==> src/design/mtstk_pkg.sv <==
// package for the min-tracking stack: sizes, opcodes, status codes and types
// shared by the controller, the datapath and the top level
// depends on nothing
`timescale 1ns / 1ps

package mtstk_pkg;

    // stack geometry
    localparam int DEPTH  = 64;
    localparam int CNT_W  = $clog2(DEPTH + 1);
    localparam int ADDR_W = $clog2(DEPTH);

    // field widths
    localparam int DATA_W = 32;
    localparam int OCC_W  = 7;

    // opcodes
    localparam logic [1:0] OP_PUSH = 2'd0;
    localparam logic [1:0] OP_POP  = 2'd1;
    localparam logic [1:0] OP_PEEK = 2'd2;

    // result status codes
    localparam logic [1:0] ST_OK    = 2'd0;
    localparam logic [1:0] ST_FULL  = 2'd1;
    localparam logic [1:0] ST_EMPTY = 2'd2;

    // minimum reported for an empty stack
    localparam logic signed [DATA_W-1:0] INT_MAX = 32'sh7FFF_FFFF;

    // input item
    typedef struct packed {
        logic [1:0]               opcode;
        logic signed [DATA_W-1:0] value;
    } t_in;

    // result item
    typedef struct packed {
        logic signed [DATA_W-1:0] top_value;
        logic signed [DATA_W-1:0] min_value;
        logic                     is_empty;
        logic [OCC_W-1:0]         occupancy;
        logic [1:0]               status;
    } t_out;

    // commands from the controller to the datapath
    typedef struct packed {
        logic       accept;
        logic       push;
        logic       pop;
        logic       load_top;
        logic       load_out;
        logic [1:0] status_code;
    } t_cmd;

    // status from the datapath to the controller
    typedef struct packed {
        logic full;
        logic empty;
        logic one;
        logic out_free;
    } t_dp_stat;

endpackage

==> src/design/mtstk_ram.sv <==
// generic single-port-write, single-port-read RAM with registered read data
// depends on nothing
`timescale 1ns / 1ps

module mtstk_ram #(
    parameter int WIDTH = 64,
    parameter int DEPTH = 64
) (
    input  logic                     i_clk,
    input  logic                     i_we,
    input  logic [$clog2(DEPTH)-1:0] i_waddr,
    input  logic [WIDTH-1:0]         i_wdata,
    input  logic                     i_re,
    input  logic [$clog2(DEPTH)-1:0] i_raddr,
    output logic [WIDTH-1:0]         o_rdata
);

    logic [WIDTH-1:0] r_mem [DEPTH];
    logic [WIDTH-1:0] r_rdata;

    // write port
    always_ff @(posedge i_clk) begin
        if (i_we) begin
            r_mem[i_waddr] <= i_wdata;
        end
    end

    // registered read port
    always_ff @(posedge i_clk) begin
        if (i_re) begin
            r_rdata <= r_mem[i_raddr];
        end
    end

    assign o_rdata = r_rdata;

endmodule

==> src/design/mtstk_ctrl.sv <==
// controller for the min-tracking stack: sequences accept, entry read-back
// and result hand-off; uses mtstk_pkg
`timescale 1ns / 1ps

module mtstk_ctrl (
    input  logic                i_clk,
    input  logic                i_rst_n,
    input  logic                i_valid,
    input  logic [1:0]          i_opcode,
    input  mtstk_pkg::t_dp_stat i_stat,
    output logic                o_ready,
    output mtstk_pkg::t_cmd     o_cmd
);

    localparam logic [1:0] S_IDLE = 2'd0;
    localparam logic [1:0] S_READ = 2'd1;
    localparam logic [1:0] S_FIN  = 2'd2;

    logic [1:0]      r_state;
    logic [1:0]      n_state;
    mtstk_pkg::t_cmd w_cmd;
    logic            w_accept;

    assign w_accept = i_valid && (r_state == S_IDLE);

    // command decode and next state
    always_comb begin
        w_cmd             = '0;
        w_cmd.accept      = w_accept;
        w_cmd.status_code = mtstk_pkg::ST_OK;
        n_state           = r_state;
        unique case (r_state)
            S_IDLE: begin
                if (w_accept) begin
                    n_state = S_FIN;
                    if (i_opcode == mtstk_pkg::OP_PUSH) begin
                        if (i_stat.full) begin
                            w_cmd.status_code = mtstk_pkg::ST_FULL;
                        end else begin
                            w_cmd.push = 1'b1;
                        end
                    end else if (i_opcode == mtstk_pkg::OP_POP) begin
                        if (i_stat.empty) begin
                            w_cmd.status_code = mtstk_pkg::ST_EMPTY;
                        end else begin
                            w_cmd.pop = 1'b1;
                            // new top lies in memory unless the stack empties
                            if (!i_stat.one) begin
                                n_state = S_READ;
                            end
                        end
                    end
                end
            end
            S_READ: begin
                w_cmd.load_top = 1'b1;
                n_state        = S_FIN;
            end
            S_FIN: begin
                if (i_stat.out_free) begin
                    w_cmd.load_out = 1'b1;
                    n_state        = S_IDLE;
                end
            end
            default: begin
                n_state = S_IDLE;
            end
        endcase
    end

    // state register
    always_ff @(posedge i_clk) begin
        if (!i_rst_n) begin
            r_state <= S_IDLE;
        end else begin
            r_state <= n_state;
        end
    end

    assign o_ready = (r_state == S_IDLE);
    assign o_cmd   = w_cmd;

endmodule

==> src/design/mtstk_dp.sv <==
// datapath for the min-tracking stack: entry count, cached top entry,
// entry memory and the result register; uses mtstk_pkg and mtstk_ram
`timescale 1ns / 1ps

module mtstk_dp (
    input  logic                i_clk,
    input  logic                i_rst_n,
    input  mtstk_pkg::t_in      i_data,
    input  mtstk_pkg::t_cmd     i_cmd,
    input  logic                i_out_ready,
    output mtstk_pkg::t_dp_stat o_stat,
    output logic                o_out_valid,
    output mtstk_pkg::t_out     o_out
);

    localparam int ENTRY_W = 2 * mtstk_pkg::DATA_W;

    logic [mtstk_pkg::CNT_W-1:0]            r_count;
    logic signed [mtstk_pkg::DATA_W-1:0]    r_top_val;
    logic signed [mtstk_pkg::DATA_W-1:0]    r_top_min;
    logic [1:0]                             r_status;
    logic                                   r_out_valid;
    mtstk_pkg::t_out                        r_out;

    logic                                   w_empty;
    logic                                   w_full;
    logic signed [mtstk_pkg::DATA_W-1:0]    w_below;
    logic signed [mtstk_pkg::DATA_W-1:0]    w_new_min;
    logic [ENTRY_W-1:0]                     w_rdata;
    logic [mtstk_pkg::ADDR_W-1:0]           w_waddr;
    logic [mtstk_pkg::ADDR_W-1:0]           w_raddr;
    logic                                   w_out_free;

    assign w_empty    = (r_count == '0);
    assign w_full     = (r_count == mtstk_pkg::CNT_W'(mtstk_pkg::DEPTH));
    assign w_out_free = !r_out_valid || i_out_ready;

    // running minimum of the pushed value and the entries below
    assign w_below   = w_empty ? mtstk_pkg::INT_MAX : r_top_min;
    assign w_new_min = (i_data.value < w_below) ? i_data.value : w_below;

    // push writes at the count, pop reads the entry below the old top
    assign w_waddr = r_count[mtstk_pkg::ADDR_W-1:0];
    assign w_raddr = mtstk_pkg::ADDR_W'(r_count - mtstk_pkg::CNT_W'(2));

    mtstk_ram #(
        .WIDTH (ENTRY_W),
        .DEPTH (mtstk_pkg::DEPTH)
    ) u_ram (
        .i_clk   (i_clk),
        .i_we    (i_cmd.push),
        .i_waddr (w_waddr),
        .i_wdata ({w_new_min, i_data.value}),
        .i_re    (i_cmd.pop),
        .i_raddr (w_raddr),
        .o_rdata (w_rdata)
    );

    // entry count
    always_ff @(posedge i_clk) begin
        if (!i_rst_n) begin
            r_count <= '0;
        end else if (i_cmd.push) begin
            r_count <= r_count + mtstk_pkg::CNT_W'(1);
        end else if (i_cmd.pop) begin
            r_count <= r_count - mtstk_pkg::CNT_W'(1);
        end
    end

    // cached top entry and status of the item in flight
    always_ff @(posedge i_clk) begin
        if (i_cmd.push) begin
            r_top_val <= i_data.value;
            r_top_min <= w_new_min;
        end else if (i_cmd.load_top) begin
            r_top_val <= w_rdata[mtstk_pkg::DATA_W-1:0];
            r_top_min <= w_rdata[ENTRY_W-1:mtstk_pkg::DATA_W];
        end
        if (i_cmd.accept) begin
            r_status <= i_cmd.status_code;
        end
    end

    // result register valid flag
    always_ff @(posedge i_clk) begin
        if (!i_rst_n) begin
            r_out_valid <= 1'b0;
        end else if (i_cmd.load_out) begin
            r_out_valid <= 1'b1;
        end else if (i_out_ready) begin
            r_out_valid <= 1'b0;
        end
    end

    // result payload
    always_ff @(posedge i_clk) begin
        if (i_cmd.load_out) begin
            r_out.top_value <= w_empty ? '0 : r_top_val;
            r_out.min_value <= w_empty ? mtstk_pkg::INT_MAX : r_top_min;
            r_out.is_empty  <= w_empty;
            r_out.occupancy <= mtstk_pkg::OCC_W'(r_count);
            r_out.status    <= r_status;
        end
    end

    assign o_stat.full     = w_full;
    assign o_stat.empty    = w_empty;
    assign o_stat.one      = (r_count == mtstk_pkg::CNT_W'(1));
    assign o_stat.out_free = w_out_free;
    assign o_out_valid     = r_out_valid;
    assign o_out           = r_out;

endmodule

==> src/design/min_tracking_stack.sv <==
// top level of the min-tracking stack: joins controller and datapath
// uses mtstk_pkg, mtstk_ctrl and mtstk_dp
//
// A LIFO of 64 signed 32-bit entries that also reports the running minimum.
// Input channel (i_valid/o_ready, i_data): one transfer per operation, an
// opcode of push, pop or peek plus the value to push. Output channel
// (o_valid/i_ready, o_data): exactly one transfer per operation, giving the
// top entry, the minimum, an empty flag, the occupancy and a status after
// the operation. An empty stack reports top 0 and minimum 2147483647.
// Operations do not overlap: o_ready is low from acceptance until the result
// is loaded into the output register. A pop that leaves entries passes
// through an extra read state, since the new top is fetched from the entry
// memory through its registered read port. A result is loaded into the
// output register once that register is free.
// The result sits in an output register; a stalled receiver holds it there
// and the next operation is processed meanwhile, waiting only to hand over
// its own result. Synchronous active-low reset empties the stack and drops
// any pending result; the memory itself is not cleared.
`timescale 1ns / 1ps

module min_tracking_stack (
    input  logic            i_clk,
    input  logic            i_rst_n,
    input  logic            i_valid,
    output logic            o_ready,
    input  mtstk_pkg::t_in  i_data,
    output logic            o_valid,
    input  logic            i_ready,
    output mtstk_pkg::t_out o_data
);

    mtstk_pkg::t_cmd     w_cmd;
    mtstk_pkg::t_dp_stat w_stat;

    mtstk_ctrl u_ctrl (
        .i_clk    (i_clk),
        .i_rst_n  (i_rst_n),
        .i_valid  (i_valid),
        .i_opcode (i_data.opcode),
        .i_stat   (w_stat),
        .o_ready  (o_ready),
        .o_cmd    (w_cmd)
    );

    mtstk_dp u_dp (
        .i_clk       (i_clk),
        .i_rst_n     (i_rst_n),
        .i_data      (i_data),
        .i_cmd       (w_cmd),
        .i_out_ready (i_ready),
        .o_stat      (w_stat),
        .o_out_valid (o_valid),
        .o_out       (o_data)
    );

endmodule
==> config.mk <==
export PLATFORM = sky130hd
export DESIGN_NAME = min_tracking_stack
export DESIGN_NICKNAME = d
export VERILOG_FILES = /design/src/design/mtstk_pkg.sv /design/src/design/mtstk_ram.sv /design/src/design/mtstk_ctrl.sv /design/src/design/mtstk_dp.sv /design/src/design/min_tracking_stack.sv
export SDC_FILE = /design/constraint.sdc
export NUM_CORES = 2
export LEC_CHECK = 0
export BUFFER_PORTS_ARGS = -buffer_cell sky130_fd_sc_hd__buf_2
export CORE_UTILIZATION = 25
export CTS_BUF_LIST = sky130_fd_sc_hd__clkbuf_8
export DETAILED_ROUTE_END_ITERATION = 6
export SYNTH_ARGS = -nofsm -noshare
export SYNTH_HDL_FRONTEND = slang
export SYNTH_SLANG_ARGS = --single-unit
==> constraint.sdc <==
create_clock -name i_clk -period 6.2 [get_ports i_clk]
set_input_delay 0.62 -clock i_clk [delete_from_list [all_inputs] [get_ports i_clk]]
set_output_delay 0.62 -clock i_clk [all_outputs]
set_load 0.1 [all_outputs]
==> qor.yml <==
async_flop_share_pct: 0
violations: "DRC"
worst_pin_slew_ns: 1.49
start_kind: "register"
switchingPower_w: 0.0147
multi_input_area_um2: 34200
finalSetupViolCount: 0
placementRows: 297
post-route-period-util_pct: 98.8
grt_overflow: 0
cts_buffer_depth: 4
antenna_found_initial: 51
grt_pass1_wl_um: 696000
outcome: "finished with violations"
nets: 7345
htreeDepth: 6
grt_pass1_vias: 81700
numCtsBuffers: 683
fp.dieW_um: 813
layout.cells.non_filler: 16500
grt_max_degree: 161
yosysWarnings: 0
synth.most_common_cell: "edfxtp_1"
cp-end-kind: "register"
synthDistinctLibCells: 58
synthesis.area_um2: 165000
start_util_pct: 25.1
seqPwrFrac_pct: 54.7
fin_crit_ns: 6.12
num_io_pins: 114
max_freq_ghz: 0.163
hold_slack_ns: 0.158
fin_util_pct: 29.1
wl_per_cell_um: 31.4
required_ns: 7.03
finalInstanceArea_um2: 191000
cp_max_fo: 64
combPwrFrac_pct: 8.2
rsz0062_at_grt: "no"
dp_hpwl_um: 263000
cts-root-buf: "clkbuf_8"
synth_common_cells: "edfxtp_1, mux4_2, clkbuf_1"
slew_viol_final: 0
via_count: 82000
syn_area_per_cell_um2: 25.2
core-area_um2: 655000
synth_area_leaders: "edfxtp_1, mux4_2, clkbuf_1, ha_1, buf_2"
syn_inst: 6530
drtIter0Drc: 13200
cts_setup_buffers: 0
clkLatencyLatePin_ns: 1.25
placed_area_um2: 178000
clock_skew_ns: 0.0958
p_clk_share_pct: 37.1
swShare_pct: 24.3
worstSetupPathType: "register to register"
track_usage_pct: 15.1
drc_errors: 8
ys_seq_area_share_pct: 78.6
setup_tns_ns: 0
synth_area_leader_cell: "edfxtp_1"
firstDrtPassIters: 7
die_height_um: 813
synthFlopType: "edfxtp_1"
numPortBuffers: 113
hold_class: "input pin to register"
cts_tree: "built"
worst_ep_arrival_time_ns: 6.95
viasPerCell: 4.96
drv_cap: 0
synth_top_area_share_pct: 78.4
postRouteAntennaNets: 0
finalHoldViolCount: 0
max_slew_margin_pct: 0.370
intPower_w: 0.0458
gp_congestion: 0.824
nFillCells: 62700
seq_area_um2: 129000
clkSinkCount: 4310
drive_gt1_share_pct: 34.5
syn2layout_area_growth_pct: 16.0
ys_ff_latch: 4310
power.density_nw_per_um2: 317
die_area_um2: 662000
synth-edff-count: 4300
irDropWorstVdd_uv: 204
dp.cells: 15200
clk_pin_slew_worst_paths_ns: 0.06
syn_nets: 6607
power.leakage_nw: 56.5
wl_um: 519000
[final timing paths]
check | end | startpoint | depth (start not counted) | slack, ns
worst max-delay path | u_dp.u_ram.r_mem[39][63]$_DFFE_PP_ | u_dp.r_count[2]$_SDFFE_PN0P_ | 16 | 0.08
worst min-delay path | u_dp.u_ram.r_mem[55][0]$_DFFE_PP_ | i_data[0] | 2 | 0.16
worst max register to register | u_dp.u_ram.r_mem[39][63]$_DFFE_PP_ | u_dp.r_count[2]$_SDFFE_PN0P_ | 16 | 0.08
worst min register to register | u_dp.o_out[21]$_DFFE_PP_ | u_dp.r_top_min[11]$_DFFE_PP_ | 1 | 0.48
[power by group through the flow]
stage	Clock (W)	Sequential (W)	Combinational, W
2_1_floorplan	0	0.0339	0.00294
3_3_place_gp	0	0.0337	0.00480
3_5_place_dp	0	0.0337	0.00495
4_1_cts	0.0227	0.0331	0.00497
5_1_grt	0.0239	0.0331	0.00521
6_report	0.0224	0.0331	0.00497
[sequential cells by signal (all words and copies together) (netlist names)]
| signal | cells |
|---|---|
| u_dp.u_ram.r_mem | 4096 |
| u_dp.o_out | 74 |
| u_dp.r_status | 2 |
| u_dp.r_count | 7 |
| u_dp.r_top_min | 32 |
| u_dp.r_top_val | 32 |
| u_dp.o_out_valid | 1 |
| u_dp.u_ram.o_rdata | 64 |
| u_ctrl.r_state | 2 |
[critical path, cell delays in order, from the launching register on]
cell       delay [ns]
dfxtp_1          0.33
nor4_2           0.69
and2_1           0.25
nand2_1          0.22
inv_4            0.34
buf_4            0.33
or2_2            0.25
inv_1            0.08
ha_1             0.20
a2111oi_0        0.44
o21ai_0          0.19
o22ai_1          0.49
buf_4            0.24
o2bb2ai_1        0.12
nor3_4           0.25
buf_12           0.31
mux2_2           0.98
[cell families after synthesis]
kind of cell,after synthesis,synth area share (%)
flops,4310,78.6
xor+xnor,7,0.0372
buf+inv,385,1.03
simple gates,299,0.948
fa+ha+maj,39,0.296
compound gates,113,0.517
mux,1377,18.6
[repair_timing]
| item | CTS | global route |
|---|---|---|
| hold buffers | 9 | 0 |
| setup endpoints to repair | 0 | 127 |
| endpoints found under the hold margin | 39 | 0 |
| resized for setup | 0 | 2 |
[placed cells by master (no fill, tap or decap), types with 37 or more instances in the layout]
master    netlist  layout
edfxtp_1     4300    4300
mux4_2       1344    1344
clkbuf_8        0     689
inv_1          41     231
clkinv_1        0     185
buf_4          30     181
buf_2          90     113
clkinv_2        0      95
buf_12          0      94
nor2_4          0      64
nand2_1        53      52
nand4_1        39      39
ha_1           39      38
and2_1         37      37
[metal layers]
layer | GRT usage (%) | routed length [um]
met1 | 19.4 | 190000
met2 | 24.6 | 248000
met3 | 3.87 | 58500
met4 | 6.06 | 22000
met5 | 0 | 118
[through the flow]
stage,total power [W],worst slack (ns)
6_report,0.0605,0.0761
4_1_cts,0.0608,0.261
5_1_grt,0.0622,0.0838
3_5_place_dp,0.0386,0.296
2_1_floorplan,0.0368,0.150
3_3_place_gp,0.0385,0.296
[cell type report]
| type | count | area share, % |
|---|---|---|
| multi-input combinational | 1835 | 17.9 |
| tap | 8671 | 5.68 |
| sequential | 4310 | 67.7 |
| clock buffer | 689 | 4.97 |
| clock inverter | 536 | 1.51 |
| timing repair buffer | 397 | 2.04 |
| antenna | 36 | 0.0472 |
| inverter | 41 | 0.0819 |
Power figures use the tool's default switching activity.
